$ cat src/rrs_pkg.sv
// shared types and constants of the round-robin scheduler
`default_nettype none

package rrs_pkg;

  localparam int IDX_W = 3;
  localparam int CNT_W = 8;
  localparam int PC_W  = 5;
  localparam int OP_W  = 2;

  typedef enum logic [1:0] {
    CMD_TICK    = 2'd0,
    CMD_DONE1   = 2'd1,
    CMD_DONE2   = 2'd2,
    CMD_SYSCALL = 2'd3
  } cmd_e;

  // controller to datapath
  typedef struct packed {
    logic capture;     // latch the input beat
    logic tick_start;  // preempt current task and arm the search
    logic sys_start;   // block caller, enqueue and arm the search
    logic search;      // test one candidate
    logic uses_upd;    // release fifo head and bump its count
    logic out_load;    // load the result register
  } dp_cmd_t;

  // datapath to controller
  typedef struct packed {
    cmd_e cmd;
    logic tick_go;
    logic fifo_empty;
    logic sys_ok;
    logic found;
    logic last;
  } dp_stat_t;

endpackage

`default_nettype wire

$ cat src/rrs_ctrl.sv
// sequencing controller of the round-robin scheduler
`default_nettype none

module rrs_ctrl import rrs_pkg::*; (
  input  wire logic     clk_i,
  input  wire logic     rst_ni,
  input  wire logic     in_valid_i,
  output logic          in_ready_o,
  output logic          out_valid_o,
  input  wire logic     out_ready_i,
  input  wire dp_stat_t stat_i,
  output dp_cmd_t       cmd_o
);

  typedef enum logic [5:0] {
    S_IDLE   = 6'b000001,
    S_EXEC   = 6'b000010,
    S_HEAD   = 6'b000100,
    S_COUNT  = 6'b001000,
    S_SEARCH = 6'b010000,
    S_DONE   = 6'b100000
  } state_e;

  state_e state_q, state_d;
  logic   out_valid_q, out_valid_d;
  logic   accept;
  logic   load;

  assign in_ready_o  = (state_q == S_IDLE);
  assign accept      = in_valid_i && in_ready_o;
  assign load        = (state_q == S_DONE) && (!out_valid_q || out_ready_i);
  assign out_valid_o = out_valid_q;

  always_comb begin
    state_d = state_q;
    cmd_o   = '0;
    cmd_o.capture  = accept;
    cmd_o.out_load = load;
    case (state_q)
      S_IDLE: begin
        if (accept) state_d = S_EXEC;
      end
      S_EXEC: begin
        case (stat_i.cmd)
          CMD_TICK: begin
            if (stat_i.tick_go) begin
              cmd_o.tick_start = 1'b1;
              state_d = S_SEARCH;
            end else begin
              state_d = S_DONE;
            end
          end
          CMD_DONE1, CMD_DONE2: begin
            // head read is in flight, data lands next cycle
            state_d = stat_i.fifo_empty ? S_DONE : S_HEAD;
          end
          CMD_SYSCALL: begin
            if (stat_i.sys_ok) begin
              cmd_o.sys_start = 1'b1;
              state_d = S_SEARCH;
            end else begin
              state_d = S_DONE;
            end
          end
          default: state_d = S_DONE;
        endcase
      end
      S_HEAD: begin
        state_d = S_COUNT;
      end
      S_COUNT: begin
        cmd_o.uses_upd = 1'b1;
        state_d = S_DONE;
      end
      S_SEARCH: begin
        cmd_o.search = 1'b1;
        if (stat_i.found || stat_i.last) state_d = S_DONE;
      end
      S_DONE: begin
        if (load) state_d = S_IDLE;
      end
      default: state_d = S_IDLE;
    endcase
  end

  always_comb begin
    out_valid_d = out_valid_q;
    if (out_valid_q && out_ready_i) out_valid_d = 1'b0;
    if (load) out_valid_d = 1'b1;
  end

  always_ff @(posedge clk_i or negedge rst_ni) begin
    if (!rst_ni) begin
      state_q     <= S_IDLE;
      out_valid_q <= 1'b0;
    end else begin
      state_q     <= state_d;
      out_valid_q <= out_valid_d;
    end
  end

endmodule

`default_nettype wire

$ cat src/rrs_dp.sv
// datapath of the round-robin scheduler: task flags, device queues, counts
`default_nettype none

module rrs_dp import rrs_pkg::*; #(
  parameter int NUM_TASKS = 8
) (
  input  wire logic             clk_i,
  input  wire logic             rst_ni,
  input  wire logic [1:0]       command_i,
  input  wire logic [IDX_W-1:0] task_index_i,
  input  wire logic             device_select_i,
  input  wire logic [OP_W-1:0]  operation_i,
  input  wire logic [PC_W-1:0]  program_counter_i,
  input  wire dp_cmd_t          cmd_i,
  output dp_stat_t              stat_o,
  output logic                  running_valid_o,
  output logic [IDX_W-1:0]      running_index_o,
  output logic                  released_valid_o,
  output logic [IDX_W-1:0]      released_index_o,
  output logic [CNT_W-1:0]      released_count_o,
  output logic                  queue_full_o
);

  localparam int TW = $clog2(NUM_TASKS);
  localparam int CW = $clog2(NUM_TASKS + 1);
  localparam logic [TW-1:0] LAST = TW'(NUM_TASKS - 1);
  localparam logic [CW-1:0] DEPTH = CW'(NUM_TASKS);

  typedef struct packed {
    logic [PC_W-1:0] pc;
    logic            dev;
    logic [OP_W-1:0] op;
  } ctx_t;

  function automatic logic [TW-1:0] wrap_inc(input logic [TW-1:0] x);
    return (x == LAST) ? '0 : x + 1'b1;
  endfunction

  // latched beat
  cmd_e             cmd_q;
  logic [IDX_W-1:0] task_q;
  logic             dev_q;
  logic [OP_W-1:0]  op_q;
  logic [PC_W-1:0]  pc_q;

  // scheduler state
  logic [NUM_TASKS-1:0] ready_q;
  logic                 cur_valid_q;
  logic [TW-1:0]        cur_q;
  logic [TW-1:0]        cand_q;
  logic [CW-1:0]        steps_q;

  // device queues, index 0 is device 1
  logic [TW-1:0]        head_q [2];
  logic [TW-1:0]        tail_q [2];
  logic [CW-1:0]        fill_q [2];
  logic [TW-1:0]        fifo1_mem [NUM_TASKS];
  logic [TW-1:0]        fifo2_mem [NUM_TASKS];
  logic [TW-1:0]        fifo_rd_q;

  // access counts, an entry never written reads as zero
  logic [CNT_W-1:0]     uses1_mem [NUM_TASKS];
  logic [CNT_W-1:0]     uses2_mem [NUM_TASKS];
  logic [NUM_TASKS-1:0] uses_vld_q [2];
  logic [CNT_W-1:0]     uses_rd_q;
  logic                 uses_hit_q;

  ctx_t                 ctx_mem [NUM_TASKS];

  logic                 rel_q;
  logic [TW-1:0]        rel_idx_q;
  logic [CNT_W-1:0]     rel_cnt_q;
  logic                 full_q;

  logic                 out_rv_q;
  logic [IDX_W-1:0]     out_ri_q;
  logic                 out_lv_q;
  logic [IDX_W-1:0]     out_li_q;
  logic [CNT_W-1:0]     out_lc_q;
  logic                 out_full_q;

  logic                 sel;
  logic                 task_ok;
  logic [TW-1:0]        task_sel;
  logic                 sel_full;
  logic [CNT_W-1:0]     cnt_cur;
  logic [CNT_W-1:0]     cnt_new;

  assign sel      = (cmd_q == CMD_SYSCALL) ? dev_q : (cmd_q == CMD_DONE2);
  assign task_ok  = int'(task_q) < NUM_TASKS;
  assign task_sel = TW'(task_q);
  assign sel_full = (fill_q[sel] == DEPTH);
  assign cnt_cur  = uses_hit_q ? uses_rd_q : '0;
  assign cnt_new  = (cnt_cur == '1) ? cnt_cur : cnt_cur + 1'b1;

  assign stat_o.cmd        = cmd_q;
  assign stat_o.tick_go    = cur_valid_q && !ready_q[cur_q];
  assign stat_o.fifo_empty = (fill_q[sel] == '0);
  assign stat_o.sys_ok     = task_ok;
  assign stat_o.found      = ready_q[cand_q];
  assign stat_o.last       = (steps_q == CW'(1));

  always_ff @(posedge clk_i) begin
    if (cmd_i.capture) begin
      cmd_q  <= cmd_e'(command_i);
      task_q <= task_index_i;
      dev_q  <= device_select_i;
      op_q   <= operation_i;
      pc_q   <= program_counter_i;
    end
  end

  // queue and context memories
  always_ff @(posedge clk_i) begin
    if (cmd_i.sys_start) begin
      ctx_mem[task_sel] <= '{pc: pc_q, dev: dev_q, op: op_q};
      if (!sel_full) begin
        if (dev_q) fifo2_mem[tail_q[1]] <= task_sel;
        else       fifo1_mem[tail_q[0]] <= task_sel;
      end
    end
    fifo_rd_q <= sel ? fifo2_mem[head_q[1]] : fifo1_mem[head_q[0]];
  end

  // count memories
  always_ff @(posedge clk_i) begin
    if (cmd_i.uses_upd) begin
      if (sel) uses2_mem[fifo_rd_q] <= cnt_new;
      else     uses1_mem[fifo_rd_q] <= cnt_new;
    end
    uses_rd_q  <= sel ? uses2_mem[fifo_rd_q] : uses1_mem[fifo_rd_q];
    uses_hit_q <= uses_vld_q[sel][fifo_rd_q];
  end

  always_ff @(posedge clk_i or negedge rst_ni) begin
    if (!rst_ni) begin
      ready_q     <= {{(NUM_TASKS-1){1'b1}}, 1'b0};
      cur_valid_q <= 1'b1;
      cur_q       <= '0;
      cand_q      <= '0;
      steps_q     <= '0;
      head_q      <= '{default: '0};
      tail_q      <= '{default: '0};
      fill_q      <= '{default: '0};
      uses_vld_q  <= '{default: '0};
      rel_q       <= 1'b0;
      rel_idx_q   <= '0;
      rel_cnt_q   <= '0;
      full_q      <= 1'b0;
      out_rv_q    <= 1'b0;
      out_ri_q    <= '0;
      out_lv_q    <= 1'b0;
      out_li_q    <= '0;
      out_lc_q    <= '0;
      out_full_q  <= 1'b0;
    end else begin
      if (cmd_i.capture) begin
        rel_q     <= 1'b0;
        rel_idx_q <= '0;
        rel_cnt_q <= '0;
        full_q    <= 1'b0;
      end
      if (cmd_i.tick_start) begin
        // current task goes back to ready and is tried last
        ready_q[cur_q] <= 1'b1;
        cand_q         <= wrap_inc(cur_q);
        steps_q        <= DEPTH;
      end
      if (cmd_i.sys_start) begin
        ready_q[task_sel] <= 1'b0;
        if (sel_full) begin
          full_q <= 1'b1;
        end else begin
          tail_q[sel] <= wrap_inc(tail_q[sel]);
          fill_q[sel] <= fill_q[sel] + 1'b1;
        end
        cand_q  <= wrap_inc(cur_valid_q ? cur_q : LAST);
        steps_q <= DEPTH;
      end
      if (cmd_i.search) begin
        if (ready_q[cand_q]) begin
          cur_q           <= cand_q;
          cur_valid_q     <= 1'b1;
          ready_q[cand_q] <= 1'b0;
        end else if (steps_q == CW'(1)) begin
          cur_q       <= '0;
          cur_valid_q <= 1'b0;
        end else begin
          cand_q  <= wrap_inc(cand_q);
          steps_q <= steps_q - 1'b1;
        end
      end
      if (cmd_i.uses_upd) begin
        ready_q[fifo_rd_q]         <= 1'b1;
        uses_vld_q[sel][fifo_rd_q] <= 1'b1;
        head_q[sel] <= wrap_inc(head_q[sel]);
        fill_q[sel] <= fill_q[sel] - 1'b1;
        rel_q       <= 1'b1;
        rel_idx_q   <= fifo_rd_q;
        rel_cnt_q   <= cnt_new;
      end
      if (cmd_i.out_load) begin
        out_rv_q   <= cur_valid_q;
        out_ri_q   <= IDX_W'(cur_q);
        out_lv_q   <= rel_q;
        out_li_q   <= IDX_W'(rel_idx_q);
        out_lc_q   <= rel_cnt_q;
        out_full_q <= full_q;
      end
    end
  end

  assign running_valid_o  = out_rv_q;
  assign running_index_o  = out_ri_q;
  assign released_valid_o = out_lv_q;
  assign released_index_o = out_li_q;
  assign released_count_o = out_lc_q;
  assign queue_full_o     = out_full_q;

endmodule

`default_nettype wire

$ cat src/round_robin_scheduler_io_queues_core.sv
// top level of the round-robin scheduler with two device wait queues
//
//   channel | direction | fields
//   --------+-----------+-------------------------------------------------------------
//   in      | input     | command, task_index, device_select, operation, program_counter
//   out     | output    | running_valid/index, released_valid/index/count, queue_full
//
// one beat at a time: a completion on a non-empty queue runs from accept to result through
// the fifo head read, the count read and the update; a tick or syscall that runs the ready
// search visits k candidates (1 to NUM_TASKS), one a cycle; an idle tick, an empty-queue
// completion or an ignored syscall goes straight from the exec state to the result.
// a finished result waits in the output register while the next beat is accepted.
// reset puts task 0 running, the rest ready, both queues empty, all counts zero.
`default_nettype none

module round_robin_scheduler_io_queues_core import rrs_pkg::*; #(
  parameter int NUM_TASKS = 8
) (
  input  wire logic             clk_i,
  input  wire logic             rst_ni,
  input  wire logic             in_valid_i,
  output logic                  in_ready_o,
  input  wire logic [1:0]       command_i,
  input  wire logic [IDX_W-1:0] task_index_i,
  input  wire logic             device_select_i,
  input  wire logic [OP_W-1:0]  operation_i,
  input  wire logic [PC_W-1:0]  program_counter_i,
  output logic                  out_valid_o,
  input  wire logic             out_ready_i,
  output logic                  running_valid_o,
  output logic [IDX_W-1:0]      running_index_o,
  output logic                  released_valid_o,
  output logic [IDX_W-1:0]      released_index_o,
  output logic [CNT_W-1:0]      released_count_o,
  output logic                  queue_full_o
);

  dp_cmd_t  dp_cmd;
  dp_stat_t dp_stat;

  rrs_ctrl u_ctrl (
    .clk_i       (clk_i),
    .rst_ni      (rst_ni),
    .in_valid_i  (in_valid_i),
    .in_ready_o  (in_ready_o),
    .out_valid_o (out_valid_o),
    .out_ready_i (out_ready_i),
    .stat_i      (dp_stat),
    .cmd_o       (dp_cmd)
  );

  rrs_dp #(
    .NUM_TASKS (NUM_TASKS)
  ) u_dp (
    .clk_i             (clk_i),
    .rst_ni            (rst_ni),
    .command_i         (command_i),
    .task_index_i      (task_index_i),
    .device_select_i   (device_select_i),
    .operation_i       (operation_i),
    .program_counter_i (program_counter_i),
    .cmd_i             (dp_cmd),
    .stat_o            (dp_stat),
    .running_valid_o   (running_valid_o),
    .running_index_o   (running_index_o),
    .released_valid_o  (released_valid_o),
    .released_index_o  (released_index_o),
    .released_count_o  (released_count_o),
    .queue_full_o      (queue_full_o)
  );

endmodule

`default_nettype wire
$ cat config.mk
export PLATFORM = sky130hd
export DESIGN_NAME = round_robin_scheduler_io_queues_core
export DESIGN_NICKNAME = d
export VERILOG_FILES = /design/src/rrs_pkg.sv /design/src/rrs_ctrl.sv /design/src/rrs_dp.sv /design/src/round_robin_scheduler_io_queues_core.sv
export SDC_FILE = /design/constraint.sdc
export NUM_CORES = 1
export LEC_CHECK = 0
export ABC_AREA = 1
export BUFFER_PORTS_ARGS = -buffer_cell sky130_fd_sc_hd__buf_2
export CAP_MARGIN = 20
export CORE_MARGIN = 5
export CORE_UTILIZATION = 25
export DETAILED_ROUTE_END_ITERATION = 10
export GPL_ROUTABILITY_DRIVEN = 0
export GPL_TIMING_DRIVEN = 0
export SLEW_MARGIN = 10
export SYNTH_ARGS = -nofsm -noshare
export SYNTH_HDL_FRONTEND = slang
export SYNTH_SLANG_ARGS = --single-unit
$ cat constraint.sdc
create_clock -name clk_i -period 3.3 [get_ports clk_i]
set_input_delay 0.66 -clock clk_i [delete_from_list [all_inputs] [get_ports clk_i]]
set_output_delay 0.66 -clock clk_i [all_outputs]
set_load 0.05 [all_outputs]
Word-level counts from Yosys, hierarchy flattened
Memories as Yosys holds them, arrays and structs flattened. A register that Yosys moved wholly into a read port is not among the register bits.
Cells that the tools add are included.
Storage, ports and cells
  bits in latches: 0
  memory bits (read-only): 0
  memories: 4
  output and inout port bits: 19
  memory bits (writable): 176
  logic and storage cells: 212
  flip-flop bits (word level): 110
Memory list
  u_dp.uses1_mem: words 8, width 8, rd ports 1, clocked after Yosys merged registers in 1, wr ports 1, line rrs_dp.sv:62  | logic [CNT_W-1:0] uses1_mem [NUM_TASKS];
  u_dp.uses2_mem: words 8, width 8, rd ports 1, clocked after Yosys merged registers in 1, wr ports 1, line rrs_dp.sv:63  | logic [CNT_W-1:0] uses2_mem [NUM_TASKS];
  u_dp.fifo1_mem: words 8, width 3, rd ports 1, clocked after Yosys merged registers in 0, wr ports 1, line rrs_dp.sv:57  | logic [TW-1:0] fifo1_mem [NUM_TASKS];
  u_dp.fifo2_mem: words 8, width 3, rd ports 1, clocked after Yosys merged registers in 0, wr ports 1, line rrs_dp.sv:58  | logic [TW-1:0] fifo2_mem [NUM_TASKS];
Cells by class
  magnitude comparators: 10
  eq/ne operators: 20
  shift operators: 0
  div/mod/pow operators: 0
  bitwise operators: 9
  $mul: 0
  reductions and logical operators: 22
  add/sub/neg operators: 9
  muxes and demuxes: 107
Operator list (count)
  2-to-1 mux 8 bit: 17
  2-to-1 mux 3 bit: 23
  2-to-1 mux 1 bit: 36
  2-to-1 mux 4 bit: 9
  one-hot mux 6 bit (6 select lines): 1
  2-to-1 mux 6 bit: 5
  one-hot mux 6 bit (3 select lines): 1
  bitwise AND 8 bit: 2
  bitwise mux 8 bit: 2
  < comparator 3 x 4 -> 1 bit, second input constant: 4
  inverter 8 bit: 2
  OR 16 bit: 1
  OR 8 bit: 2
  adder 3 x 1 -> 3 bit, second input constant: 5
  == test 3 bit, second input constant: 5
  bitwise mux 6 bit: 2
  demux 1 bit (select 3 bit): 4
  greater-or-equal comparator 3 x 1 -> 1 bit, second input constant: 4
  binary-select mux 1 bit (select 3 bit): 3
  logical AND 1 bit: 9
  adder 8 x 1 -> 8 bit, second input constant: 1
  demux 8 bit (select 1 bit): 1
  == test 8 bit, second input constant: 1
  subtractor 4 x 1 -> 4 bit, second input constant: 2
  28 further kinds: 35

Depth between registers and ports, before layout
  depth after elaboration: 15
  gate-level depth with buffers: 18
  mapped depth without buffers: 17

Hierarchy
From an unflattened synthesis, not the netlist that was laid out.
Unflattened totals
  cells, all modules: 1202
  area, all modules: 12391.9 um^2
By module, submodules not included
  rrs_dp: area an instance 11843.9 um^2, cells each 1123, instances 1
  rrs_ctrl: area an instance 548.0 um^2, cells each 79, instances 1

Worst setup path before layout
OpenSTA, ideal clock, no wires.
  kind: register to register
  start: register u_dp.cmd_q[1]
  end: memory u_dp.fifo1_mem[5][0] in the netlist's numbering (enable)
  data arrival time: 2.226 ns
  setup slack: 0.729 ns
  stages on the path, launching flop included: 15
  data required time: 2.955 ns
  path through: edfxtp_1 -> ha_1 -> inv_2 -> nand2_1 -> nand2_2 -> buf_6 -> nand2_1 -> o21ai_2 -> inv_2 -> ha_1 -> nand3_1 -> nor2_1 -> nor2_4 -> nand3_1 -> nor3_1
Between the ends
  cells in the longest elaborated chain, start to end: 10
Ends and longest elaborated chain
  start, declared: line rrs_dp.sv:40  | cmd_e cmd_q;
  start signal, assigned: line rrs_dp.sv:105  | cmd_q <= cmd_e'(command_i);
  == test 2 bit, on equally long branches: line rrs_dp.sv:89, rrs_ctrl.sv:44
  2-to-1 mux 1 bit: line rrs_dp.sv:89  | assign sel = (cmd_q == CMD_SYSCALL) ? dev_q : (cmd_q == CMD_DONE2);
  inverter 1 -> 2 bit (implied by the code): line rrs_dp.sv:92  | assign sel_full = (fill_q[sel] == DEPTH);
  2-to-1 mux 4 bit (implied by the code) (3 in a row): line rrs_dp.sv:92
  == test 4 bit: line rrs_dp.sv:92
  2-to-1 mux 1 bit: line rrs_dp.sv:117  | if (!sel_full) begin
  2-to-1 mux 1 bit *: line rrs_dp.sv:115  | if (cmd_i.sys_start) begin
  2-to-1 mux 1 bit (implied by the code) *: line rrs_dp.sv:119  | else fifo1_mem[tail_q[0]] <= task_sel;
  end, declared: line rrs_dp.sv:57
Every way passes the cells marked *; elsewhere a longest branch is shown, timed or not. The select of a mux whose other input is x is not followed.

Final worst setup path
  start: register u_dp.cmd_q[0]
  end: memory u_dp.fifo1_mem[3][0] in the netlist's numbering (enable)
Same word-level chain as after synthesis.

==> impl_metrics.json <==
{
  "status": "completed",
  "cts_made_buffers": 29,
  "clk_pin_slew_worst_paths_ns": 0.06,
  "seq_area_mm2": 0.00802,
  "clock-sinks": 286,
  "ir_worst_vdd_mv": 0.463,
  "crit_slowest_cell": "nor3_1",
  "hp-class": "input port to async pin",
  "power_uw": 11000,
  "arrival_ns": 3.28,
  "top_layer": "met4",
  "reg2reg_from": "u_dp.cmd_q[0]",
  "clkPwrFrac": 0.288,
  "die_area_mm2": 0.0543,
  "maxSlewHeadroom": 0.367,
  "grt_usage": 0.109,
  "multi_input_area_mm2": 0.00377,
  "drt_iter0_drc": 682,
  "rsz0062_at_grt": "yes",
  "path_max_fanout": 10,
  "diodes": 0,
  "io_pins": 36,
  "slew_violations": 0,
  "clock_path_buffers": 3,
  "seqPwrFrac": 0.421,
  "finalNonFillerCells": 1935,
  "grt_pass1_vias": 8623,
  "synth.avg_cell_area_um2": 10.5,
  "final_common_cell": "nand2_1",
  "drc": 0,
  "drive_gt1_frac": 0.133,
  "final_cell_mix": "269 x nand2_1, 182 x edfxtp_1, 119 x inv_1, 116 x nor2_1, 83 x dfrtp_1",
  "wl_met1_mm": 13.3,
  "netSwitchingPower_uw": 3990,
  "num-nets-final": 1281,
  "cts_tree": "built",
  "power.leakage_uw": 0.00584,
  "grt_pass1_wl_mm": 47.9,
  "ys_types": 45,
  "path_cells": "ha_1, inv_2, nand2_1, nand2_2, buf_6, nand2_1, o21ai_2, inv_2, ha_1, nand3_1, nor2_1, nor2_4, nand3_1, nor3_1",
  "fin_crit_ns": 3.08,
  "finalCritPeriodShare": 0.934,
  "netSwitchingFraction": 0.363,
  "critPathCaptureType": "register",
  "internal-power_uw": 6990,
  "wl_met2_mm": 14.4,
  "avgRoutedWirePerCell_um": 15.3,
  "startpoint_type": "register",
  "fillCellCount": 5078,
  "holdWs_ns": 0.0515,
  "grt-ovfl-total": 0,
  "wl_mm": 29.7,
  "syn_area_mm2": 0.0124,
  "max_freq_mhz": 324,
  "synthesis.nets": 1218,
  "initial_utilization": 0.254,
  "clock_skew_ns": 0.00866,
  "combinationalPowerShare": 0.292,
  "clk_latency_ns": 0.56,
  "path_class": "register to register",
  "ys_seq_area_frac": 0.645,
  "pwr_density_cell_mw_per_mm2": 762,
  "io_buffers": 28,
  "antenna_found_initial": 0,
  "cts_resized": 0,
  "die_y_um": 233,
  "worst_pin_slew_ns": 0.949,
  "die_w_um": 233,
  "grt_max_degree": 62,
  "vias_per_cell": 4.47,
  "syn_to_final_growth_pct": 15.8,
  "ys_ff_latch": 286,
  "dr_wl_met3_mm": 1.49,
  "dp_cells": 1881,
  "slowest_delay_ns": 0.47,
  "coreArea_mm2": 0.0491,
  "path_buf_inv": 3,
  "hpwl_mm": 20.8,
  "cts_max_level": 1,
  "vias": 8642,
  "startpoint": "u_dp.cmd_q[0]",
  "final_hold_viol_count": 0,
  "cp_top_family": "simple AND/OR/NAND/NOR gates",
  "ant_nets": 0,
  "rows": 81,
  "cts_root_buf": "clkbuf_16",
  "ys_warn_count": 0,
  "cts_hold_buf": 0,
  "drv_cap": 0,
  "drt_pass1_iterations": 5,
  "synthCells": 1185,
  "worstPathRequired_ns": 3.50,
  "cts_setup_buffers": 0,
  "finalSetupViolCount": 0
}
[synth_stat cells, drive strengths merged]
cell | instances | area [um2]
a211oi | 9 | 67.6
o21ai | 95 | 483
a221oi | 13 | 114
a21oi | 8 | 40.0
buf | 22 | 131
nand3b | 3 | 22.5
a22oi | 9 | 67.6
dfrtp | 83 | 2080
nand3 | 71 | 400
clkbuf | 12 | 46.3
a31oi | 1 | 6.26
nand4 | 24 | 150
o22ai | 14 | 87.6
inv | 129 | 487
nor3 | 16 | 80.1
dfxtp | 12 | 240
edfxtp | 182 | 5470
dfstp | 9 | 236
nand2 | 284 | 1120
o211ai | 4 | 30.0
a22o | 6 | 52.6
nor2 | 129 | 564
o32ai | 6 | 52.6
nor4 | 1 | 6.26
or2 | 13 | 81.3
o2bb2ai | 2 | 17.5
xnor2 | 1 | 8.76
xor2 | 11 | 104
ha | 16 | 200
[registers in the layout (all words and copies together) (netlist names), 4 cells and up, named ones only]
signal,flops
u_dp.uses_vld_q,16
u_dp.released_count_o,8
u_dp.fill_q,6
u_ctrl.state_q,6
u_dp.fifo1_mem,24
u_dp.uses2_mem,64
u_dp.steps_q,4
u_dp.head_q,6
u_dp.fifo2_mem,24
u_dp.uses1_mem,64
u_dp.rel_cnt_q,8
u_dp.uses_rd_q,8
u_dp.ready_q,8
u_dp.tail_q,6
[layer usage]
| metal | vias up | GRT usage |
|---|---|---|
| li1 | 4157 | - |
| met2 | 221 | 0.189 |
| met4 | 0 | 0.0273 |
| met3 | 42 | 0.0132 |
| met5 | - | 0 |
| met1 | 4222 | 0.146 |
[worst paths after layout]
kind                       slack, ns                   end  cells after the start
setup / recovery                0.22  u_dp.fifo1_mem[3][0]                     14
hold / removal                  0.05    u_ctrl.out_valid_o                      1
setup reg to reg                0.22  u_dp.fifo1_mem[3][0]                     14
hold reg to reg                 0.46    u_dp.uses_vld_q[2]                      2
max in group asynchronous       2.54       u_dp.ready_q[5]                      2
min in group clk_i              0.27        u_dp.task_q[0]                      1
[area by class of cell]
cell class	count	area share
flip-flops and latches	286	0.557
multi-input cells	736	0.262
well taps	664	0.0577
clock buffers	40	0.0546
inverters	129	0.0338
repair buffers	32	0.0142
plain buffers	34	0.0123
clock inverters	14	0.00869
[power groups by stage]
stage	Combinational [uW]	Clock, uW	Sequential, uW
final	3200	3160	4620
after global routing	3560	3370	4670
after CTS	3200	3210	4620
after detailed placement	3180	0	4690
after global placement	3130	0	4680
after floorplan	2020	0	4840
[through the flow]
stage | setup TNS [ns] | area, um2 | setup slack [ns] | utilization
finish | 0 | 14400 | 0.217 | 0.294
global route | -0.284 | 14400 | -0.0464 | 0.294
CTS | 0 | 14400 | 0.230 | 0.293
detailed placement | 0 | 13500 | 0.242 | 0.275
global placement | 0 | 13400 | 0.0845 | 0.273
floorplan | 0 | 12400 | 0.729 | -
[cell families after synthesis]
family / share of synthesized area
DFF: 0.645
and+or+nand+nor: 0.195
buffers and inverters: 0.0534
AOI/OAI and AO/OA: 0.0819
xor gates and xnor gates: 0.00905
adders and majority gates: 0.0161
Power figures use the tool's default switching activity.
